File: src/hdl/encmt_pkg.sv
package encmt_pkg;

  // Register indexes on the configuration port
  localparam int unsigned CFG_ADDR_W = 3;
  localparam int unsigned CFG_DATA_W = 17;
  localparam logic [CFG_ADDR_W-1:0] REG_WINDOW_TICKS   = 3'd0;
  localparam logic [CFG_ADDR_W-1:0] REG_M_THRESHOLD    = 3'd1;
  localparam logic [CFG_ADDR_W-1:0] REG_COUNTS_PER_REV = 3'd2;
  localparam logic [CFG_ADDR_W-1:0] REG_FILTER_ALPHA   = 3'd3;
  localparam logic [CFG_ADDR_W-1:0] REG_STALE_LIMIT    = 3'd4;

  // Divider widths: numerator |sum|*1000, denominator counts_per_rev*time
  localparam int unsigned NUM_W = 42;
  localparam int unsigned DEN_W = 48;
  localparam int unsigned QUO_W = 31;
  localparam logic [9:0]  MS_PER_S = 10'd1000;

  typedef enum logic [2:0] {
    ST_IDLE,
    ST_DECIDE,
    ST_MUL,
    ST_DIV_START,
    ST_DIV,
    ST_SIGN,
    ST_FILT_MUL,
    ST_FILT_ADD
  } state_e;

  typedef enum logic [1:0] {
    METHOD_M      = 2'd0,
    METHOD_T      = 2'd1,
    METHOD_EXTRAP = 2'd2,
    METHOD_NONE   = 2'd3
  } method_e;

  typedef struct packed {
    logic restart;
    logic tick;
    logic decide;
    logic mul;
    logic div_start;
    logic div_step;
    logic sign;
    logic filt_mul;
    logic publish;
  } cmd_t;

  typedef struct packed {
    logic win_end;
    logic do_div;
    logic capped;
    logic div_last;
    logic out_busy;
  } sts_t;

endpackage

File: src/hdl/encmt_ctrl.sv
module encmt_ctrl (
  input  logic             clk_i,
  input  logic             rst_ni,
  input  logic             in_valid_i,
  input  logic             in_restart_i,
  output logic             in_ready_o,
  input  encmt_pkg::sts_t  sts_i,
  output encmt_pkg::cmd_t  cmd_o
);

  encmt_pkg::state_e state_q, state_d;

  always_ff @(posedge clk_i or negedge rst_ni) begin
    if (!rst_ni) begin
      state_q <= encmt_pkg::ST_IDLE;
    end else begin
      state_q <= state_d;
    end
  end

  always_comb begin
    state_d    = state_q;
    cmd_o      = '0;
    in_ready_o = 1'b0;
    case (state_q)
      encmt_pkg::ST_IDLE: begin
        in_ready_o = 1'b1;
        if (in_valid_i) begin
          if (in_restart_i) begin
            cmd_o.restart = 1'b1;
          end else begin
            cmd_o.tick = 1'b1;
            state_d    = encmt_pkg::ST_DECIDE;
          end
        end
      end
      encmt_pkg::ST_DECIDE: begin
        cmd_o.decide = 1'b1;
        if (!sts_i.win_end) begin
          state_d = encmt_pkg::ST_IDLE;
        end else if (sts_i.do_div) begin
          state_d = encmt_pkg::ST_MUL;
        end else begin
          state_d = encmt_pkg::ST_FILT_MUL;
        end
      end
      encmt_pkg::ST_MUL: begin
        cmd_o.mul = 1'b1;
        state_d   = encmt_pkg::ST_DIV_START;
      end
      encmt_pkg::ST_DIV_START: begin
        cmd_o.div_start = 1'b1;
        state_d = sts_i.capped ? encmt_pkg::ST_SIGN : encmt_pkg::ST_DIV;
      end
      encmt_pkg::ST_DIV: begin
        cmd_o.div_step = 1'b1;
        if (sts_i.div_last) begin
          state_d = encmt_pkg::ST_SIGN;
        end
      end
      encmt_pkg::ST_SIGN: begin
        cmd_o.sign = 1'b1;
        state_d    = encmt_pkg::ST_FILT_MUL;
      end
      encmt_pkg::ST_FILT_MUL: begin
        cmd_o.filt_mul = 1'b1;
        state_d        = encmt_pkg::ST_FILT_ADD;
      end
      encmt_pkg::ST_FILT_ADD: begin
        // hold until the output register is free
        if (!sts_i.out_busy) begin
          cmd_o.publish = 1'b1;
          state_d       = encmt_pkg::ST_IDLE;
        end
      end
      default: begin
        state_d = encmt_pkg::ST_IDLE;
      end
    endcase
  end

endmodule

File: src/hdl/encmt_dp.sv
module encmt_dp #(
  parameter int unsigned SPEED_FRAC_BITS = 16
) (
  input  logic                             clk_i,
  input  logic                             rst_ni,
  input  logic                             cfg_we_i,
  input  logic [encmt_pkg::CFG_ADDR_W-1:0] cfg_addr_i,
  input  logic [encmt_pkg::CFG_DATA_W-1:0] cfg_wdata_i,
  input  logic [15:0]                      pulse_delta_i,
  input  encmt_pkg::cmd_t                  cmd_i,
  output encmt_pkg::sts_t                  sts_o,
  input  logic                             out_ready_i,
  output logic                             out_valid_o,
  output logic [31:0]                      speed_o,
  output logic [31:0]                      unfilt_speed_o,
  output logic [1:0]                       method_o
);

  localparam int unsigned NUM_W = encmt_pkg::NUM_W;
  localparam int unsigned DEN_W = encmt_pkg::DEN_W;
  localparam int unsigned QUO_W = encmt_pkg::QUO_W;
  localparam int unsigned XW    = NUM_W + SPEED_FRAC_BITS;
  localparam int unsigned CNT_W = $clog2(QUO_W);

  // configuration
  logic [15:0] win_q, cpr_q, stale_q;
  logic [14:0] thr_q;
  logic [16:0] alpha_q;

  always_ff @(posedge clk_i or negedge rst_ni) begin
    if (!rst_ni) begin
      win_q   <= 16'd1;
      thr_q   <= 15'd0;
      cpr_q   <= 16'd1024;
      alpha_q <= 17'd2114;
      stale_q <= 16'd1000;
    end else if (cfg_we_i) begin
      case (cfg_addr_i)
        encmt_pkg::REG_WINDOW_TICKS:   win_q   <= cfg_wdata_i[15:0];
        encmt_pkg::REG_M_THRESHOLD:    thr_q   <= cfg_wdata_i[14:0];
        encmt_pkg::REG_COUNTS_PER_REV: cpr_q   <= cfg_wdata_i[15:0];
        encmt_pkg::REG_FILTER_ALPHA:   alpha_q <= cfg_wdata_i;
        encmt_pkg::REG_STALE_LIMIT:    stale_q <= cfg_wdata_i[15:0];
        default: ;
      endcase
    end
  end

  // measurement state
  logic [31:0] ms_q, prev_q, latest_q, sum_q;
  logic [15:0] tiw_q;
  logic        tvalid_q, dir_pos_q;
  logic signed [31:0] filt_q;

  // working registers
  logic [31:0]       base_q, factor_q;
  logic              neg_q, capped_q;
  logic [1:0]        method_q;
  logic [NUM_W-1:0]  num_q;
  logic [DEN_W-1:0]  den_q, rem_q;
  logic [QUO_W-1:0]  quo_q;
  logic [CNT_W-1:0]  cnt_q;
  logic signed [31:0] raw_q;
  logic signed [50:0] prod_q;

  // tick
  logic [31:0] ms_inc, delta_ext;
  assign ms_inc    = ms_q + 32'd1;
  assign delta_ext = {{16{pulse_delta_i[15]}}, pulse_delta_i};

  // window end decision
  logic [31:0] absum, elapsed, interval;
  logic [15:0] win_eff, cpr_eff;
  logic        m_hit, stale, do_div;
  logic [31:0] base_d, factor_d;
  logic        neg_d;
  logic [1:0]  method_d;

  assign absum    = sum_q[31] ? (32'd0 - sum_q) : sum_q;
  assign m_hit    = absum >= {17'd0, thr_q};
  assign elapsed  = ms_q - latest_q;
  assign stale    = elapsed > {16'd0, stale_q};
  assign interval = (latest_q > prev_q) ? (latest_q - prev_q) : 32'd1;
  assign win_eff  = (win_q == 16'd0) ? 16'd1 : win_q;
  assign cpr_eff  = (cpr_q == 16'd0) ? 16'd1 : cpr_q;

  always_comb begin
    do_div   = 1'b0;
    base_d   = 32'd1;
    factor_d = elapsed;
    neg_d    = !dir_pos_q;
    method_d = encmt_pkg::METHOD_NONE;
    if (m_hit) begin
      do_div   = 1'b1;
      base_d   = absum;
      factor_d = {16'd0, win_eff};
      neg_d    = sum_q[31];
      method_d = encmt_pkg::METHOD_M;
    end else if (tvalid_q) begin
      if (sum_q == 32'd0) begin
        if (!stale) begin
          method_d = encmt_pkg::METHOD_EXTRAP;
          do_div   = (elapsed != 32'd0);
        end
      end else begin
        do_div   = 1'b1;
        factor_d = interval;
        method_d = encmt_pkg::METHOD_T;
      end
    end
  end

  // divider: floor(num * 2^F / den), capped at 2^31
  logic [XW-1:0]     x_full;
  logic [XW-QUO_W-1:0] x_hi;
  logic [QUO_W-1:0]  x_lo;
  logic              cap_hit, ge;
  logic [DEN_W:0]    rem2, rem_sub;

  assign x_full  = {num_q, {SPEED_FRAC_BITS{1'b0}}};
  assign x_hi    = x_full[XW-1:QUO_W];
  assign x_lo    = x_full[QUO_W-1:0];
  assign cap_hit = {{QUO_W{1'b0}}, x_hi} >= {{(XW-DEN_W){1'b0}}, den_q};
  assign rem2    = {rem_q, x_lo[cnt_q]};
  assign ge      = rem2 >= {1'b0, den_q};
  assign rem_sub = rem2 - {1'b0, den_q};

  logic [31:0] mag, raw_d;
  assign mag   = capped_q ? 32'h8000_0000 : {1'b0, quo_q};
  assign raw_d = neg_q ? (32'd0 - mag) : (mag[31] ? 32'h7FFF_FFFF : mag);

  // filter
  logic [16:0]        alpha_eff;
  logic signed [32:0] diff;
  logic signed [17:0] alpha_s;
  logic signed [34:0] step;
  logic signed [35:0] acc;
  logic signed [31:0] filt_d;

  assign alpha_eff = (alpha_q > 17'd65536) ? 17'd65536 : alpha_q;
  assign alpha_s   = {1'b0, alpha_eff};
  assign diff      = {raw_q[31], raw_q} - {filt_q[31], filt_q};
  assign step      = prod_q[50:16];
  assign acc       = {{4{filt_q[31]}}, filt_q} + {step[34], step};

  always_comb begin
    if (acc[35:31] == 5'b00000 || acc[35:31] == 5'b11111) begin
      filt_d = acc[31:0];
    end else if (acc[35]) begin
      filt_d = 32'sh8000_0000;
    end else begin
      filt_d = 32'sh7FFF_FFFF;
    end
  end

  assign sts_o.win_end  = tiw_q >= win_q;
  assign sts_o.do_div   = do_div;
  assign sts_o.capped   = cap_hit;
  assign sts_o.div_last = (cnt_q == '0);
  assign sts_o.out_busy = out_valid_o && !out_ready_i;

  // measurement state update
  always_ff @(posedge clk_i or negedge rst_ni) begin
    if (!rst_ni) begin
      ms_q      <= '0;
      tiw_q     <= '0;
      sum_q     <= '0;
      prev_q    <= '0;
      latest_q  <= '0;
      tvalid_q  <= 1'b0;
      dir_pos_q <= 1'b0;
      filt_q    <= '0;
    end else if (cmd_i.restart) begin
      ms_q      <= '0;
      tiw_q     <= '0;
      sum_q     <= '0;
      prev_q    <= '0;
      latest_q  <= '0;
      tvalid_q  <= 1'b0;
      dir_pos_q <= 1'b0;
      filt_q    <= '0;
    end else if (cmd_i.tick) begin
      ms_q  <= ms_inc;
      sum_q <= sum_q + delta_ext;
      tiw_q <= tiw_q + 16'd1;
      if (pulse_delta_i != 16'd0) begin
        prev_q    <= latest_q;
        latest_q  <= ms_inc;
        dir_pos_q <= !pulse_delta_i[15];
        tvalid_q  <= 1'b1;
      end
    end else if (cmd_i.decide && sts_o.win_end) begin
      tiw_q <= '0;
      sum_q <= '0;
      // drop the interval state once it has gone stale
      if (!m_hit && tvalid_q && sum_q == 32'd0 && stale) begin
        tvalid_q <= 1'b0;
      end
    end else if (cmd_i.publish) begin
      filt_q <= filt_d;
    end
  end

  // datapath working registers
  always_ff @(posedge clk_i) begin
    if (cmd_i.decide) begin
      base_q   <= base_d;
      factor_q <= factor_d;
      neg_q    <= neg_d;
      method_q <= method_d;
      raw_q    <= '0;
    end
    if (cmd_i.mul) begin
      num_q <= NUM_W'(base_q) * NUM_W'(encmt_pkg::MS_PER_S);
      den_q <= DEN_W'(cpr_eff) * DEN_W'(factor_q);
    end
    if (cmd_i.div_start) begin
      capped_q <= cap_hit;
      rem_q    <= DEN_W'(x_hi);
      quo_q    <= '0;
      cnt_q    <= CNT_W'(QUO_W - 1);
    end
    if (cmd_i.div_step) begin
      rem_q <= ge ? rem_sub[DEN_W-1:0] : rem2[DEN_W-1:0];
      quo_q <= {quo_q[QUO_W-2:0], ge};
      cnt_q <= cnt_q - CNT_W'(1);
    end
    if (cmd_i.sign) begin
      raw_q <= raw_d;
    end
    if (cmd_i.filt_mul) begin
      prod_q <= diff * alpha_s;
    end
  end

  // output register
  always_ff @(posedge clk_i or negedge rst_ni) begin
    if (!rst_ni) begin
      out_valid_o <= 1'b0;
    end else if (cmd_i.publish) begin
      out_valid_o <= 1'b1;
    end else if (out_ready_i) begin
      out_valid_o <= 1'b0;
    end
  end

  always_ff @(posedge clk_i) begin
    if (cmd_i.publish) begin
      speed_o        <= filt_d;
      unfilt_speed_o <= raw_q;
      method_o       <= method_q;
    end
  end

endmodule

File: src/hdl/encoder_mt_speed_estimator.sv
// Channel  | Direction | Handshake             | Payload
// s_axis   | in        | s_axis_tvalid/tready  | tdata: pulse_delta; tuser: action
// m_axis   | out       | m_axis_tvalid/tready  | tdata: speed, unfilt_speed; tuser: method
// cfg      | in        | cfg_we_i (no wait)    | cfg_addr_i index, cfg_wdata_i value
//
// A tick inside a window passes through IDLE and DECIDE. A window end that
// divides goes on through MUL, DIV_START, DIV (the shared bit-serial divider,
// one quotient bit per cycle), SIGN, FILT_MUL, FILT_ADD. A restart gives no transfer.
// Reset is asynchronous, active low; config and state registers return to defaults.
// A finished result waits in the output register while the next tick is
// taken; the block stalls only when a second result meets a full register.
module encoder_mt_speed_estimator #(
  parameter int unsigned SPEED_FRAC_BITS = 16
) (
  input  logic        clk_i,
  input  logic        rst_ni,

  input  logic        s_axis_tvalid,
  output logic        s_axis_tready,
  input  logic [15:0] s_axis_tdata,   // [15:0] pulse_delta
  input  logic        s_axis_tuser,   // [0] action (restart)

  output logic        m_axis_tvalid,
  input  logic        m_axis_tready,
  output logic [63:0] m_axis_tdata,   // [31:0] speed, [63:32] unfilt_speed
  output logic [1:0]  m_axis_tuser,   // [1:0] method

  input  logic                             cfg_we_i,
  input  logic [encmt_pkg::CFG_ADDR_W-1:0] cfg_addr_i,
  input  logic [encmt_pkg::CFG_DATA_W-1:0] cfg_wdata_i
);

  encmt_pkg::cmd_t cmd;
  encmt_pkg::sts_t sts;
  logic [31:0]     speed, unfilt_speed;

  encmt_ctrl u_ctrl (
    .clk_i        (clk_i),
    .rst_ni       (rst_ni),
    .in_valid_i   (s_axis_tvalid),
    .in_restart_i (s_axis_tuser),
    .in_ready_o   (s_axis_tready),
    .sts_i        (sts),
    .cmd_o        (cmd)
  );

  encmt_dp #(
    .SPEED_FRAC_BITS (SPEED_FRAC_BITS)
  ) u_dp (
    .clk_i          (clk_i),
    .rst_ni         (rst_ni),
    .cfg_we_i       (cfg_we_i),
    .cfg_addr_i     (cfg_addr_i),
    .cfg_wdata_i    (cfg_wdata_i),
    .pulse_delta_i  (s_axis_tdata),
    .cmd_i          (cmd),
    .sts_o          (sts),
    .out_ready_i    (m_axis_tready),
    .out_valid_o    (m_axis_tvalid),
    .speed_o        (speed),
    .unfilt_speed_o (unfilt_speed),
    .method_o       (m_axis_tuser)
  );

  // pack result fields, speed in the low word
  assign m_axis_tdata = {unfilt_speed, speed};

`ifndef SYNTHESIS
  // never overwrite a result that is still waiting
  a_no_overwrite: assert property (@(posedge clk_i) disable iff (!rst_ni)
    cmd.publish |-> !(m_axis_tvalid && !m_axis_tready))
    else $error("result published over a stalled transfer");

  // the controller issues at most one command per cycle
  a_one_cmd: assert property (@(posedge clk_i) disable iff (!rst_ni)
    $onehot0(cmd))
    else $error("more than one datapath command");

  // no estimate means zero unfiltered speed
  a_none_zero: assert property (@(posedge clk_i) disable iff (!rst_ni)
    (m_axis_tvalid && m_axis_tuser == encmt_pkg::METHOD_NONE) |-> m_axis_tdata[63:32] == 32'd0)
    else $error("nonzero unfiltered speed without an estimate");
`endif

endmodule

File: config.mk
export PLATFORM = sky130hd
export DESIGN_NAME = encoder_mt_speed_estimator
export DESIGN_NICKNAME = d
export VERILOG_FILES = /design/src/hdl/encmt_pkg.sv /design/src/hdl/encmt_ctrl.sv /design/src/hdl/encmt_dp.sv /design/src/hdl/encoder_mt_speed_estimator.sv
export SDC_FILE = /design/constraint.sdc
export NUM_CORES = 2
export LEC_CHECK = 0
export BUFFER_PORTS_ARGS = -buffer_cell sky130_fd_sc_hd__buf_2
export CELL_PAD_IN_SITES_DETAIL_PLACEMENT = 0
export CELL_PAD_IN_SITES_GLOBAL_PLACEMENT = 2
export CORE_MARGIN = 1
export CORE_UTILIZATION = 46
export DETAILED_ROUTE_END_ITERATION = 8
export PLACE_DENSITY_LB_ADDON = 0.1
export SLEW_MARGIN = 20
export SYNTH_ARGS = -nofsm -noshare
export SYNTH_HDL_FRONTEND = slang
export SYNTH_SLANG_ARGS = --single-unit
File: constraint.sdc
create_clock -name clk_i -period 14.02 [get_ports clk_i]
set_input_delay 1.402 -clock clk_i [delete_from_list [all_inputs] [get_ports clk_i]]
set_output_delay 1.402 -clock clk_i [all_outputs]
set_load 0.03 [all_outputs]
==> key figures <==
Outcome
  – Status: finished, final reports clean

Critical path
  – Setup CP Type: reg -> reg
  – Crit-path leading delay family: adder cells
  – Worst endpoint required time: 14430 ps
  – Cell mode on critical path: fa_1
  – CP max stage cell: xnor2_1
  – Crit path arrival time: 10980 ps
  – CP Capture Type: flop
  – Slowest stage delay, CP: 930 ps
  – CP Buf/Inv Count: 5
  – CP max FO: 10
  – CP Launch Type: flop

Finish
  – Post-route insts no fill: 10.69k
  – Share of cells above drive strength 1: 6.260%
  – Fillers: 15.96k
  – Nets: 10.14k
  – Area Overhead vs Synth: 7.825%

Drt
  – Final ANT Viol Nets: 0
  – 1st-iter DRT viols: 4643
  – Vias per cell: 5.558
  – Total Wirelength: 239.3 mm
  – WL per Instance: 22.38 um
  – Via count: 59.43k
  – Drt first pass iters: 5
  – DRC: 0

STA
  – Final Skew: 66.27 ps
  – Total Negative Setup Slacks: 0 ps
  – Slew HR: 18.21%
  – FMAX: 0.09466 GHz
  – Final Setup Violations: 0
  – Pins Over Slew Limit: 0
  – Unrepaired setup endpoints after global routing: no
  – Worst slew pin tran: 1196 ps
  – Hold Fails Final Rpt: 0
  – Fin crit share: 75.35%
  – Period minus WS final: 10560 ps

Logic synthesis
  – Syn Nets: 10.15k
  – Post-synth EDFFs: 372
  – Most used DFF post-synth: edfxtp_1
  – Flops & latches, synth: 634
  – Post-Synthesis Cells: 8420
  – Area leader, netlist: fa_1
  – Share of Yosys cell area claimed by the top area cell type: 27.62%
  – Cell Area, Synth: 77980 um2
  – Avg Inst Size Synth: 9.261 um2
  – Top cell types by occurrence after synthesis: inv_1 (1425), nand2_1 (1156), fa_1 (1076)
  – Top cells by area, synth: fa_1 (28%), edfxtp_1 (14%), ha_1 (9.8%)
  – Sequential fraction of the synthesis area: 22.75%
  – Yosys warning count: 0
  – Asr flop ratio synth: 41.32%
  – Top-count cell post-synth: inv_1
  – Unique masters post-synth: 94

Placed design
  – Placed insts: 10.54k
  – Routability Congestion: 0.9181
  – Post-DP HPWL: 187.1 mm
  – PortBufs: 109

Die
  – Die width: 413.7 um
  – Ports: 110
  – Initial core utilization: 46.48%
  – Die footprint: 171200 um2
  – Die Ht: 413.7 um
  – Std-Cell Rows: 150
  – Placeable Area: 167800 um2

Clock network
  – Clock sink count: 634
  – Post-CTS Resized: 0
  – TritonCTS clock tree: done
  – Clk_lat worst skew: 730 ps
  – H-Tree Level Count: 3
  – Clock transition at path regs: 70 ps
  – Clk root buf: clkbuf_16
  – Hold buffers post-CTS: 0
  – Num CTS Buffers: 80
  – Max clock buf depth: 3
  – Setup bufs post-CTS: 0

Global routing
  – GRT Overall Usage: 28.47%
  – Grt ovf: 0
  – Largest net degree at the start of global routing: 98
  – Initial antenna violation count: 12
  – First-pass GRT wire length: 368.9 mm
  – Vias in the first global route: 59.95k

Min path
  – HP Class: reg -> reg

Job
  – Max-Cap Viols: 0
cells in the final DEF (no fill, tap or decap), drive strengths merged, types with 36 or more instances in the layout:
cell       n
inv     1434
nand2   1158
fa      1076
ha       610
nor2     508
o21ai    393
edfxtp   372
a21oi    350
dfrtp    251
buf      241
and2     236
xnor2    232
xor2     151
a21o     142
nor3     101
clkbuf   101
nand3     92
o31ai     83
nor2b     80
and3      75
nand2b    58
o21a      50
nand4     47
a22o      43
a211oi    41
mux2      41
mux2i     36
final timing paths:
kind / startpoint / end / slack [ps] / cells past startpoint
worst max register to register: u_dp.raw_q[0] / u_dp.prod_q[50] / 3460 / 34
max in group asynchronous: rst_ni / u_dp.filt_q[30] / 11050 / 3
min in group asynchronous: rst_ni / u_dp.ms_q[22] / 730 / 1
worst max-delay path: u_dp.raw_q[0] / u_dp.prod_q[50] / 3460 / 34
worst min register to register: u_dp.method_q[1] / u_dp.method_o[1] / 440 / 0
worst min-delay path: u_dp.method_q[1] / u_dp.method_o[1] / 440 / 0
stage by stage:
stage	util, %	cell area [um2]	setup slack, ps	hold WS [ps]
final	50.11	84080	3456	437.3
after detailed placement	48.42	81250	3645	421.9
after global routing	50.10	84070	2847	448.1
after CTS	50.10	84060	3599	435.5
after global placement	48.42	81230	3697	405.6
after floorplan	-	77980	5265	400.3
registers in the layout (all words and copies together), names as in the netlist, 17 cells and up:
| register | cells |
|---|---|
| u_dp.den_q | 48 |
| u_dp.rem_q | 48 |
| u_dp.num_q | 39 |
| u_dp.prod_q | 35 |
| u_dp.base_q | 32 |
| u_dp.factor_q | 32 |
| u_dp.filt_q | 32 |
| u_dp.latest_q | 32 |
| u_dp.ms_q | 32 |
| u_dp.prev_q | 32 |
| u_dp.raw_q | 32 |
| u_dp.speed_o | 32 |
| u_dp.sum_q | 32 |
| u_dp.unfilt_speed_o | 32 |
| u_dp.quo_q | 31 |
| u_dp.alpha_q | 17 |
routing by layer:
| metal | part of all wire (%) | up-vias | track usage [%] |
|---|---|---|---|
| met5 | 0.0054 | - | 0 |
| met4 | 1.6 | 2 | 4.874 |
| met3 | 7.3 | 201 | 4.614 |
| met2 | 43 | 1773 | 42.24 |
| met1 | 48 | 30180 | 43.91 |
| li1 | - | 27270 | - |
cell type report:
| class | count | area (um2) | share of cell area, % |
|---|---|---|---|
| Multi-Input combinational cell | 6031 | 53850 | 64.04 |
| Clock buffer | 101 | 2205 | 2.622 |
| Sequential cell | 634 | 17740 | 21.10 |
| Clock inverter | 47 | 605.6 | 0.7202 |
| Antenna cell | 6 | 15.01 | 0.01786 |
| Inverter | 1428 | 5361 | 6.376 |
| Tap cell | 2204 | 2758 | 3.280 |
| Timing Repair Buffer | 241 | 1546 | 1.839 |
logic make-up after synthesis:
kind of cell / share of synthesized area (%)
xor gates and xnor gates: 4.302
buffers and inverters: 8.494
and+or+nand+nor: 14.51
AOI/OAI and AO/OA: 11.42
muxes: 1.112
adders and majority gates: 37.41
DFF: 22.75
Power is not shown: default switching activity piles up to over one toggle a cycle in this logic, so the estimate is an artifact.
